### config.mk
export PLATFORM = sky130hd
export DESIGN_NAME = lfu_cache_lru_tiebreak_core
export DESIGN_NICKNAME = d
export VERILOG_FILES = /design/src/rtl/lfuc_pkg.sv /design/src/rtl/lfuc_ram.sv /design/src/rtl/lfuc_scan.sv /design/src/rtl/lfu_cache_lru_tiebreak_core.sv
export VERILOG_INCLUDE_DIRS = /design/src /design/src/rtl
export SDC_FILE = /design/constraint.sdc
export NUM_CORES = 2
export LEC_CHECK = 0
export BUFFER_PORTS_ARGS = -buffer_cell sky130_fd_sc_hd__buf_4
export CAP_MARGIN = 30
export CORE_ASPECT_RATIO = 1.2
export CORE_MARGIN = 2
export CORE_UTILIZATION = 40
export CTS_CLUSTER_DIAMETER = 80
export DETAILED_ROUTE_END_ITERATION = 8
export MAX_ROUTING_LAYER = met4
export PLACE_DENSITY = 0.63
export RECOVER_POWER = 50
export REMOVE_ABC_BUFFERS = 1
export SYNTH_ARGS = -nofsm -noshare
export SYNTH_HDL_FRONTEND = slang
export SYNTH_SLANG_ARGS = --single-unit
### constraint.sdc
create_clock -name clk -period 13.56 [get_ports clk]
set_clock_uncertainty 0.05 [all_clocks]
set_input_delay 1.356 -clock clk [delete_from_list [all_inputs] [get_ports clk]]
set_output_delay 1.356 -clock clk [all_outputs]
set_load 0.02 [all_outputs]
### src/rtl/lfu_cache_lru_tiebreak_core_assert.svh
// Assertion macros used by the cache core RTL.
// Expects clk and arst_n in the scope where a macro is used.
`ifndef LFU_CACHE_LRU_TIEBREAK_CORE_ASSERT_SVH
`define LFU_CACHE_LRU_TIEBREAK_CORE_ASSERT_SVH

// Same-cycle implication, checked out of reset.
`define LFUC_ASSERT_IMP(lbl, pre, post, msg) \
	lbl: assert property (@(posedge clk) disable iff (!arst_n) (pre) |-> (post)) \
		else $error(msg);

// Next-cycle implication, checked out of reset.
`define LFUC_ASSERT_NXT(lbl, pre, post, msg) \
	lbl: assert property (@(posedge clk) disable iff (!arst_n) (pre) |=> (post)) \
		else $error(msg);

`endif

### src/rtl/lfuc_pkg.sv
// Shared constants and types for the LFU cache core.
// No dependencies; imported by the scan unit and the top level.
`timescale 1ns / 1ps

package lfuc_pkg;

	localparam int ENTRIES = 16;
	localparam int IDX_W   = (ENTRIES > 1) ? $clog2(ENTRIES) : 1;
	localparam int CNT_W   = $clog2(ENTRIES + 1);
	localparam int CAP_W   = 5;
	localparam int CMP_W   = (CNT_W > CAP_W) ? CNT_W : CAP_W;
	localparam int KEY_W   = 32;
	localparam int VAL_W   = 32;
	localparam int COUNT_W = 32;
	localparam int STAMP_W = 64;

	localparam logic [CAP_W-1:0]   CAP_RESET  = CAP_W'(16);
	localparam logic [COUNT_W-1:0] COUNT_MAX  = '1;
	localparam logic [VAL_W-1:0]   MISS_VALUE = '1;

	localparam logic MODE_GET = 1'b0;
	localparam logic MODE_PUT = 1'b1;

	typedef struct packed {
		logic [KEY_W-1:0]   key;
		logic [VAL_W-1:0]   value;
		logic [COUNT_W-1:0] count;
		logic [STAMP_W-1:0] stamp;
	} entry_t;

	localparam int ENTRY_W = $bits(entry_t);

	// One read returning from the entry memory.
	typedef struct packed {
		logic             strobe;
		logic [IDX_W-1:0] idx;
		logic             valid;
	} scan_rd_t;

	// What the scan has found after all entries went by.
	typedef struct packed {
		logic               match_found;
		logic [IDX_W-1:0]   match_idx;
		logic [VAL_W-1:0]   match_value;
		logic [COUNT_W-1:0] match_count;
		logic               victim_found;
		logic [IDX_W-1:0]   victim_idx;
		logic               free_found;
		logic [IDX_W-1:0]   free_idx;
		logic [CNT_W-1:0]   used;
	} scan_res_t;

endpackage

### src/rtl/lfuc_ram.sv
// Generic single-write, single-read synchronous RAM with registered read data.
// No dependencies.
`timescale 1ns / 1ps

module lfuc_ram #(
	parameter int WIDTH = 8,
	parameter int DEPTH = 16
) (
	input  logic                                       clk,
	input  logic                                       we,
	input  logic [((DEPTH > 1) ? $clog2(DEPTH) : 1)-1:0] waddr,
	input  logic [WIDTH-1:0]                           wdata,
	input  logic [((DEPTH > 1) ? $clog2(DEPTH) : 1)-1:0] raddr,
	output logic [WIDTH-1:0]                           rdata
);

	logic [WIDTH-1:0] mem_q [DEPTH];
	logic [WIDTH-1:0] rdata_q;

	always_ff @(posedge clk) begin
		if (we) begin
			mem_q[waddr] <= wdata;
		end
		rdata_q <= mem_q[raddr];
	end

	assign rdata = rdata_q;

endmodule

### src/rtl/lfuc_scan.sv
// Scan unit: walks the entry memory read data one entry per cycle and keeps
// the key match, the LFU/LRU victim, the lowest free slot and the occupancy.
// Depends on lfuc_pkg.
`timescale 1ns / 1ps

module lfuc_scan (
	input  logic                            clk,
	input  logic                            arst_n,
	input  logic                            clear,
	input  lfuc_pkg::scan_rd_t              rd,
	input  lfuc_pkg::entry_t                rdata,
	input  logic [lfuc_pkg::KEY_W-1:0]      key,
	output lfuc_pkg::scan_res_t             res
);

	import lfuc_pkg::*;

	logic               match_found_q;
	logic [IDX_W-1:0]   match_idx_q;
	logic [VAL_W-1:0]   match_value_q;
	logic [COUNT_W-1:0] match_count_q;
	logic               victim_found_q;
	logic [IDX_W-1:0]   victim_idx_q;
	logic [COUNT_W-1:0] victim_count_q;
	logic [STAMP_W-1:0] victim_stamp_q;
	logic               free_found_q;
	logic [IDX_W-1:0]   free_idx_q;
	logic [CNT_W-1:0]   used_q;

	logic hit_now;
	logic older;
	logic victim_now;
	logic free_now;

	assign hit_now = rd.strobe && rd.valid && (rdata.key == key) && !match_found_q;

	// Smaller count wins; equal counts go to the older stamp, first slot on a full tie.
	assign older = !victim_found_q || (rdata.count < victim_count_q) ||
		((rdata.count == victim_count_q) && (rdata.stamp < victim_stamp_q));
	assign victim_now = rd.strobe && rd.valid && older;
	assign free_now   = rd.strobe && !rd.valid && !free_found_q;

	always_ff @(posedge clk or negedge arst_n) begin
		if (!arst_n) begin
			match_found_q  <= 1'b0;
			victim_found_q <= 1'b0;
			free_found_q   <= 1'b0;
			used_q         <= '0;
		end else if (clear) begin
			match_found_q  <= 1'b0;
			victim_found_q <= 1'b0;
			free_found_q   <= 1'b0;
			used_q         <= '0;
		end else begin
			if (hit_now) begin
				match_found_q <= 1'b1;
			end
			if (victim_now) begin
				victim_found_q <= 1'b1;
			end
			if (free_now) begin
				free_found_q <= 1'b1;
			end
			if (rd.strobe && rd.valid) begin
				used_q <= used_q + CNT_W'(1);
			end
		end
	end

	always_ff @(posedge clk) begin
		if (hit_now) begin
			match_idx_q   <= rd.idx;
			match_value_q <= rdata.value;
			match_count_q <= rdata.count;
		end
		if (victim_now) begin
			victim_idx_q   <= rd.idx;
			victim_count_q <= rdata.count;
			victim_stamp_q <= rdata.stamp;
		end
		if (free_now) begin
			free_idx_q <= rd.idx;
		end
	end

	always_comb begin
		res.match_found  = match_found_q;
		res.match_idx    = match_idx_q;
		res.match_value  = match_value_q;
		res.match_count  = match_count_q;
		res.victim_found = victim_found_q;
		res.victim_idx   = victim_idx_q;
		res.free_found   = free_found_q;
		res.free_idx     = free_idx_q;
		res.used         = used_q;
	end

endmodule

### src/rtl/lfu_cache_lru_tiebreak_core.sv
// LFU cache with LRU tie break: each item is scanned one entry per cycle over the
// entry memory read port, then passes drain and write-back before the next is accepted.
// A result is registered at write-back and may wait in the output register while
// the next word is already accepted and scanned.
// Reset clears valid bits, the use clock and the sequencer; capacity returns to 16.
// No memory clearing pass: entries are qualified by flip-flop valid bits.
`timescale 1ns / 1ps
`include "lfu_cache_lru_tiebreak_core_assert.svh"

module lfu_cache_lru_tiebreak_core (
	input  logic                                clk,
	input  logic                                arst_n,
	input  logic                                cfg_we,
	input  logic [lfuc_pkg::CAP_W-1:0]          cfg_wdata,
	input  logic                                in_valid,
	output logic                                in_stall,
	input  logic                                mode,
	input  logic signed [lfuc_pkg::KEY_W-1:0]   key,
	input  logic signed [lfuc_pkg::VAL_W-1:0]   value,
	output logic                                out_valid,
	input  logic                                out_stall,
	output logic                                hit,
	output logic signed [lfuc_pkg::VAL_W-1:0]   read_value
);

	import lfuc_pkg::*;

	localparam logic [1:0] ST_IDLE  = 2'd0;
	localparam logic [1:0] ST_SCAN  = 2'd1;
	localparam logic [1:0] ST_DRAIN = 2'd2;
	localparam logic [1:0] ST_WB    = 2'd3;

	localparam logic [IDX_W-1:0] LAST_IDX = IDX_W'(ENTRIES - 1);

	logic [1:0]         state_q;
	logic [CAP_W-1:0]   cap_q;
	logic [ENTRIES-1:0] valid_q;
	logic [STAMP_W-1:0] use_clock_q;
	logic [IDX_W-1:0]   rd_idx_q;
	logic               rd_vld_s1;
	logic [IDX_W-1:0]   rd_idx_s1;
	logic               mode_q;
	logic [KEY_W-1:0]   key_q;
	logic [VAL_W-1:0]   value_q;
	logic               out_valid_q;
	logic               hit_q;
	logic [VAL_W-1:0]   read_value_q;

	logic               accept;
	logic               wb_go;
	logic               use_victim;
	logic               slot_ok;
	logic               do_insert;
	logic               mem_we;
	logic [IDX_W-1:0]   ins_slot;
	logic [IDX_W-1:0]   mem_waddr;
	logic [COUNT_W-1:0] count_inc;
	entry_t             mem_wdata;
	entry_t             mem_rdata;
	scan_rd_t           scan_rd;
	scan_res_t          res;

	assign in_stall = (state_q != ST_IDLE);
	assign accept   = in_valid && !in_stall;
	assign wb_go    = (state_q == ST_WB) && (!out_valid_q || !out_stall);

	// Evict only when the in-use count has reached the clipped capacity.
	always_comb begin
		logic [CMP_W-1:0] cap_eff;
		cap_eff = (CMP_W'(cap_q) > CMP_W'(ENTRIES)) ? CMP_W'(ENTRIES) : CMP_W'(cap_q);
		use_victim = (CMP_W'(res.used) >= cap_eff) && res.victim_found;
	end

	assign ins_slot  = use_victim ? res.victim_idx : res.free_idx;
	assign slot_ok   = use_victim || res.free_found;
	assign do_insert = (mode_q == MODE_PUT) && (cap_q != '0) && !res.match_found && slot_ok;
	assign mem_we    = wb_go && (((mode_q == MODE_GET) && res.match_found) ||
		((mode_q == MODE_PUT) && (cap_q != '0) && res.match_found) || do_insert);
	assign mem_waddr = res.match_found ? res.match_idx : ins_slot;
	assign count_inc = (res.match_count == COUNT_MAX) ? COUNT_MAX :
		res.match_count + COUNT_W'(1);

	always_comb begin
		mem_wdata.key   = key_q;
		mem_wdata.value = (mode_q == MODE_PUT) ? value_q : res.match_value;
		mem_wdata.count = res.match_found ? count_inc : COUNT_W'(1);
		mem_wdata.stamp = use_clock_q;
	end

	assign scan_rd.strobe = rd_vld_s1;
	assign scan_rd.idx    = rd_idx_s1;
	assign scan_rd.valid  = valid_q[rd_idx_s1];

	lfuc_ram #(
		.WIDTH(ENTRY_W),
		.DEPTH(ENTRIES)
	) u_entry_ram (
		.clk  (clk),
		.we   (mem_we),
		.waddr(mem_waddr),
		.wdata(mem_wdata),
		.raddr(rd_idx_q),
		.rdata(mem_rdata)
	);

	lfuc_scan u_scan (
		.clk   (clk),
		.arst_n(arst_n),
		.clear (accept),
		.rd    (scan_rd),
		.rdata (mem_rdata),
		.key   (key_q),
		.res   (res)
	);

	always_ff @(posedge clk or negedge arst_n) begin
		if (!arst_n) begin
			state_q     <= ST_IDLE;
			cap_q       <= CAP_RESET;
			valid_q     <= '0;
			use_clock_q <= '0;
			rd_idx_q    <= '0;
			rd_vld_s1   <= 1'b0;
			out_valid_q <= 1'b0;
		end else begin
			if (cfg_we) begin
				cap_q <= cfg_wdata;
			end
			rd_vld_s1 <= (state_q == ST_SCAN);
			case (state_q)
				ST_IDLE: begin
					if (accept) begin
						rd_idx_q <= '0;
						state_q  <= ST_SCAN;
					end
				end
				ST_SCAN: begin
					if (rd_idx_q == LAST_IDX) begin
						state_q <= ST_DRAIN;
					end else begin
						rd_idx_q <= rd_idx_q + IDX_W'(1);
					end
				end
				ST_DRAIN: begin
					state_q <= ST_WB;
				end
				ST_WB: begin
					if (wb_go) begin
						state_q <= ST_IDLE;
					end
				end
				default: begin
					state_q <= ST_IDLE;
				end
			endcase
			if (wb_go && do_insert) begin
				valid_q[ins_slot] <= 1'b1;
			end
			if (mem_we) begin
				use_clock_q <= use_clock_q + STAMP_W'(1);
			end
			// Hold the word until taken, reload on write-back.
			if (wb_go) begin
				out_valid_q <= 1'b1;
			end else if (!out_stall) begin
				out_valid_q <= 1'b0;
			end
		end
	end

	always_ff @(posedge clk) begin
		rd_idx_s1 <= rd_idx_q;
		if (accept) begin
			mode_q  <= mode;
			key_q   <= key;
			value_q <= value;
		end
		if (wb_go) begin
			hit_q <= res.match_found;
			if (mode_q == MODE_PUT) begin
				read_value_q <= '0;
			end else begin
				read_value_q <= res.match_found ? res.match_value : MISS_VALUE;
			end
		end
	end

	assign out_valid  = out_valid_q;
	assign hit        = hit_q;
	assign read_value = read_value_q;

	`LFUC_ASSERT_IMP(a_hit_valid, wb_go && res.match_found, valid_q[res.match_idx],
		"hit on an entry whose valid bit is clear")
	`LFUC_ASSERT_IMP(a_insert_slot, wb_go && (mode_q == MODE_PUT) && (cap_q != '0) &&
		!res.match_found, slot_ok, "insert found neither a free slot nor a victim")
	`LFUC_ASSERT_NXT(a_clock_step, mem_we, use_clock_q == $past(use_clock_q) + STAMP_W'(1),
		"use clock did not advance by one on an entry update")
	`LFUC_ASSERT_IMP(a_out_from_wb, $rose(out_valid_q), $past(state_q) == ST_WB,
		"output word raised outside write-back")

endmodule
# Word level (Yosys, flattened, before mapping)

Memories as Yosys holds them, arrays and structs flattened. A register that Yosys moved wholly into a read port is not among the register bits.
Index checks and enable logic that the tools add are counted.

Bits in writable memories: 2560
Input port bits: 75
Register bits: 375
Memories: 1

Reduce and logical (&&, ||, !) cells: 41
Eq/ne operators: 12
$add $sub $neg: 4
Order comparisons: 7
Mux-type cells: 30
Bitwise gates (word level): 2

Memories:

| name              | depth | width | rd ports | clocked after Yosys merged registers in | wr ports | line           | source |
|---|---|---|---|---|---|---|---|
| u_entry_ram.mem_q | 16    | 160   | 1        | 1                                       | 1        | lfuc_ram.sv:17 | `logic [WIDTH-1:0] mem_q [DEPTH];` |

Operator list:

| operator                                                   | count |
|---|---|
| 2-to-1 mux 32 bit                                          | 4 |
| adder 64 x 1 -> 64 bit, second input constant              | 1 |
| == test 32 bit                                             | 2 |
| less-than comparator 64 bit                                | 1 |
| adder 32 x 1 -> 32 bit, second input constant              | 1 |
| == test 32 bit, second input constant                      | 1 |
| less-than comparator 32 bit                                | 1 |
| logical AND 1 bit                                          | 18 |
| 2-to-1 mux 4 bit                                           | 4 |
| bitwise OR 16 bit                                          | 1 |
| 2-to-1 mux 5 bit                                           | 3 |
| 2-to-1 mux 1 bit                                           | 12 |
| nonzero test 2 bit                                         | 6 |
| less-than comparator 4 x 5 -> 1 bit, second input constant | 2 |
| case mux 2 bit (4 select lines)                            | 1 |
| case mux 4 bit (2 select lines)                            | 1 |
| zero test 1 bit                                            | 7 |
| logical OR 1 bit                                           | 6 |
| 2-to-1 mux 2 bit                                           | 3 |
| != test 2 bit, second input constant                       | 3 |
| AND reduction 3 bit                                        | 2 |
| adder 5 x 1 -> 5 bit, second input constant                | 1 |
| greater-or-equal comparator 5 bit                          | 1 |
| greater-than comparator 5 bit, second input constant       | 1 |
| other kinds (11)                                           | 13 |

# Depth between registers and ports, before layout

Depth in word-level cells: 10
Depth in mapped cells: 11

# Modules after synthesis

From an unflattened synthesis, not the netlist that was laid out.

Cells, all modules: 5622
Area total of the unflattened synthesis: 116985.9 sq um

Modules (own cells, without submodules):

| module                      | cells an instance | times used | area each (sq um) | sequential area each (sq um) |
|---|---|---|---|---|
| lfuc_ram                    | 4191              | 1          | 99300.2           | 80076.8 |
| lfu_cache_lru_tiebreak_core | 841               | 1          | 9394.0            | 5351.4 |
| lfuc_scan                   | 590               | 1          | 8291.7            | 5365.1 |

# Least setup slack after synthesis

OpenSTA, ideal clock, no wires.

Path type: input-to-reg
Start point: input out_stall
End point: memory u_entry_ram.mem_q[2][0] in the netlist's numbering (enable)
Path slack: 3.356 ns
Data arrival time: 9.455 ns
Path buffers: 1
Stages: 7
Cells stage by stage: nand2_1 > nand2_1 > a31oi_1 > o21ai_1 > clkbuf_1 > nor3_1 > nor2b_1

Longest elaborated chain between the ends: 6

Ends and longest elaborated chain:

| element                                | line                              | source |
|---|---|---|
| from (decl)                            | lfu_cache_lru_tiebreak_core.sv:21 | `input logic out_stall,` |
| zero test 1 bit                        | -                                 |  |
| logical OR 1 bit                       | lfu_cache_lru_tiebreak_core.sv:65 | `assign wb_go = (state_q == ST_WB) && (!out_valid_q \|\| !out_stall);` |
| logical AND 1 bit                      | lfu_cache_lru_tiebreak_core.sv:65 |  |
| logical AND 1 bit                      | lfu_cache_lru_tiebreak_core.sv:77 | `assign mem_we = wb_go && (((mode_q == MODE_GET) && res.match_found) \|\|` |
| 2-to-1 mux 1 bit                       | lfuc_ram.sv:21                    | `if (we) begin` |
| 2-to-1 mux 1 bit (implied by the code) | lfuc_ram.sv:22                    | `mem_q[waddr] <= wdata;` |
| to (decl)                              | lfuc_ram.sv:17                    |  |

Every way passes these cells.

# Worst setup path in the final report

Start point: register u_scan.match_found_q
End point: memory u_entry_ram.mem_q[14][130] in the netlist's numbering (enable)

Longest elaborated chain between the ends: 7

Ends and longest elaborated chain:

| element                                | line                              | source |
|---|---|---|
| from (decl)                            | lfuc_scan.sv:18                   | `logic match_found_q;` |
| from (signal assigned)                 | lfuc_scan.sv:45                   | `match_found_q <= 1'b0;` |
| from (signal assigned)                 | lfuc_scan.sv:50                   | `match_found_q <= 1'b0;` |
| from (signal assigned)                 | lfuc_scan.sv:56                   | `match_found_q <= 1'b1;` |
| zero test 1 bit                        | lfu_cache_lru_tiebreak_core.sv:76 | `assign do_insert = (mode_q == MODE_PUT) && (cap_q != '0) && !res.match_found && slot_ok;` |
| logical AND 1 bit (2 in a row)         | lfu_cache_lru_tiebreak_core.sv:76 |  |
| logical OR 1 bit                       | lfu_cache_lru_tiebreak_core.sv:78 | `((mode_q == MODE_PUT) && (cap_q != '0) && res.match_found) \|\| do_insert);` |
| logical AND 1 bit                      | lfu_cache_lru_tiebreak_core.sv:77 |  |
| 2-to-1 mux 1 bit                       | lfuc_ram.sv:21                    |  |
| 2-to-1 mux 1 bit (implied by the code) | lfuc_ram.sv:22                    |  |

Parallel ways exist; a longest one is shown, timed or not.

==> run metrics <==
Worst-Margin Slew=between 5 and 6 ns; DRT Pass-1 Iters=5; initial antenna violation count=5; min Tclk post-route=8.72 ns; Clock Path Buffers=4; final setup fails=0; number of top-level pins=between 100 and 150; DIE AREA=298,000 um2; gr usage total=18.6%; cts bufs inserted=296; area grow syn2layout=13.1%; YS warnings=0; Compound-Gate Fraction of Synth Area=3.50%; RSZ-0062 raised after global routing=false; worst path cell trace=clkbuf_1, inv_1, mux2i_1, nand2_1, nor2_4, buf_4, buf_12; DIE HEIGHT=between 500 and 600 um; WP data arrival=9.13 ns; Die Wd=499 um; worst skew pair latency=0.86 ns; worst hold path type=reg -> reg; Starting Density=40.1%; reg2reg start=u_scan.match_found_q$_DFFE_PN0P_; CTS clock-pin slew for the worst setup and hold paths=0.06 ns; Synth Area in Adders=1.16%; largest family of logic cells by synthesized area=multiplexers; dominant synthesized flop cell=edfxtp_1; Syn Inst Count=5,811; Slew headroom=-278%; Core Footprint=293,000 um2; via density per instance=5.58; Max-cap violations=19; residual DRC count=0; Final Hold Vio Count=0; final WL=273,000 um; outcome=finished, violations left; fin. max-slew vios=747; initial DRC count=5,133; # resized after CTS=0; Cell Pwr Density=approximately 190 nW/um2; cts hold-fix bufs=0; layout cells sized above 1=approximately a fifth; Critical Path RT=13.97 ns; Synth Area per Inst=20.2 um2; CTS tree=yes; vias in the first global route=around 59k; CP Launch Type=flip-flop; via count=56.9k; fmax=115 MHz; post-synthesis async set-or-reset flop share=3.26%; EDFF count, synth=2,830; XOR/XNOR Fraction of Synth Area=less than 1%; final worst-path cycle share=64.3%; CTS Sinks=3,095; mux cell area share after synthesis=approximately 14%; largest net degree at the start of global routing=119; CP Class=reg -> reg; Rows=218; Synth Register Bits=3,095; IO buf count=109; Routed WL per cell=26.8 um; clock root buffer master=clkbuf_16; post-CTS setup buffer count=0; Net count, final=6,302; grt ovf=0; Crit. End Element=flip-flop; antenna violation net count after detailed routing=0; max incr delay on CP=2.20 ns; failing checks=max-capacitance violations, max-slew violations; worst vdd ir=0.161 mV; CTS H-tree depth=5; hold_sp=u_entry_ram.rdata[109]$_DFF_P_; setup TNS=0 ns; unique cell type count in the Yosys netlist=64; gp weighted congestion=roughly 0.79; Power, Total=24.7 mW; CP startpoint=u_scan.match_found_q$_DFFE_PN0P_; slowest CP cell=clkbuf_1; sequential fraction of the synthesis area=77.3%; crit-path max FO=98; post-synthesis simple-gate area fraction=2.13%; Syn Std Cell Area=118,000 um2; first-pass GRT wire length=400,000 um; leakage=42.6 nW; DPL Wire Length=between 100,000 and 150,000 um
synthesized netlist by cell type (27+ instances only):
| cell | number | share of area [%] |
|---|---|---|
| mux2_2 | 99 | 0.95 |
| nor2_1 | 61 | 0.19 |
| clkbuf_1 | 154 | 0.49 |
| inv_1 | 160 | 0.51 |
| xor2_1 | 64 | 0.48 |
| o21ai_0 | 224 | 0.95 |
| nor3_1 | 27 | 0.11 |
| dfrtp_1 | 100 | 2.1 |
| xnor2_1 | 60 | 0.45 |
| a21oi_1 | 179 | 0.76 |
| nand4_1 | 49 | 0.26 |
| dfxtp_1 | 164 | 2.8 |
| buf_2 | 78 | 0.33 |
| mux4_2 | 539 | 10 |
| buf_1 | 29 | 0.093 |
| edfxtp_1 | 2830 | 72 |
| ha_1 | 109 | 1.2 |
| nand2_1 | 175 | 0.56 |
| nand3_1 | 55 | 0.23 |
| a221oi_1 | 94 | 0.70 |
| a22oi_1 | 81 | 0.52 |
| mux2i_1 | 265 | 2.3 |
worst max-delay path, delay by kind of cell (launching register included):
family / cells / cell delay, ns
buf+inv: 4 / 5.58
simple gates: 2 / 1.18
mux: 1 / 0.91
flops: 1 / 0.34
state kept, by name, summed over array words and instances, names as in the netlist, 5 cells and up:
signal                 count
read_value                32
cap_q                      5
value_q                   32
u_scan.used_q              5
use_clock_q               64
u_entry_ram.mem_q       2560
key_q                     32
u_scan.victim_stamp_q     64
valid_q                   16
u_scan.victim_count_q     32
u_entry_ram.rdata        160
u_scan.match_count_q      32
u_scan.match_value_q      32
worst paths after layout:
check	end	slack (ns)	cells after the start
worst max-delay path	u_entry_ram.mem_q[14][130]$_DFFE_PP_	4.84	7
worst min-delay path	u_scan.match_value_q[13]$_DFFE_PP_	0.35	0
worst max register to register	u_entry_ram.mem_q[14][130]$_DFFE_PP_	4.84	7
worst min register to register	u_scan.match_value_q[13]$_DFFE_PP_	0.35	0
max in group asynchronous	rd_idx_q[1]$_DFFE_PN0P_	7.22	2
min in group asynchronous	use_clock_q[58]$_DFFE_PN0P_	1.56	1
per-stage QoR:
step	hold WS, ns	instances	worst slack, ns	instance area, um2	utilization (%)
after floorplan	0.336	5540	-16.71	116000	-
after global placement	0.339	9642	7.23	124000	42.1
after detailed placement	0.339	9659	7.30	124000	42.2
after CTS	0.344	10188	7.65	133000	45.5
after global routing	0.359	10201	4.31	133000	45.3
final	0.349	10202	4.84	133000	45.3
layout by cell type (no fill, tap or decap), types with 31 or more instances in the layout:
cell type	synthesis	final
edfxtp_1	2830	2830
mux4_2	539	539
clkbuf_16	0	307
mux2i_1	265	265
o21ai_0	224	225
clkbuf_1	154	202
a21oi_1	179	179
nand2_1	175	174
dfxtp_1	164	164
inv_1	160	160
ha_1	109	109
mux2_2	99	99
dfrtp_1	100	98
a221oi_1	94	94
a22oi_1	81	81
buf_4	9	72
xor2_1	64	64
clkbuf_4	0	62
xnor2_1	60	60
nand3_1	55	55
nor2_1	61	51
nand4_1	49	49
clkinv_2	0	38
clkinv_1	0	32
clkbuf_8	0	31
final cells by class:
type                            instances  area, um2
Inverter                              161        604
Sequential cell                      3095      90800
Clock inverter                        106       1030
Clock buffer                          423       8430
Fill cell                           24242     160000
Antenna cell                            3       7.51
Multi-Input combinational cell       2284      25200
Tap cell                             3850       4820
Timing Repair Buffer                  280       2060
kinds of logic after synthesis:
family / Yosys count
compound gates: 666
xor+xnor: 124
fa+ha+maj: 109
buf+inv: 432
flops: 3095
mux: 903
simple gates: 482
power breakdown:
group	leakage [nW]	internal, mW	total, mW	switching, mW
clock network	4.62	4.68	8.13	3.45
registers	27.5	11.1	11.5	0.416
logic	10.5	2.29	5.07	2.77
total	42.6	18.0	24.7	6.64
metal layers:
layer | wire length [um] | GRT usage (%)
met5 | 0 | -
met4 | 6430 | 4.74
met1 | 110000 | 23.4
met2 | 143000 | 32.1
met3 | 14000 | 2.13
(Power assumes the default switching activity.)
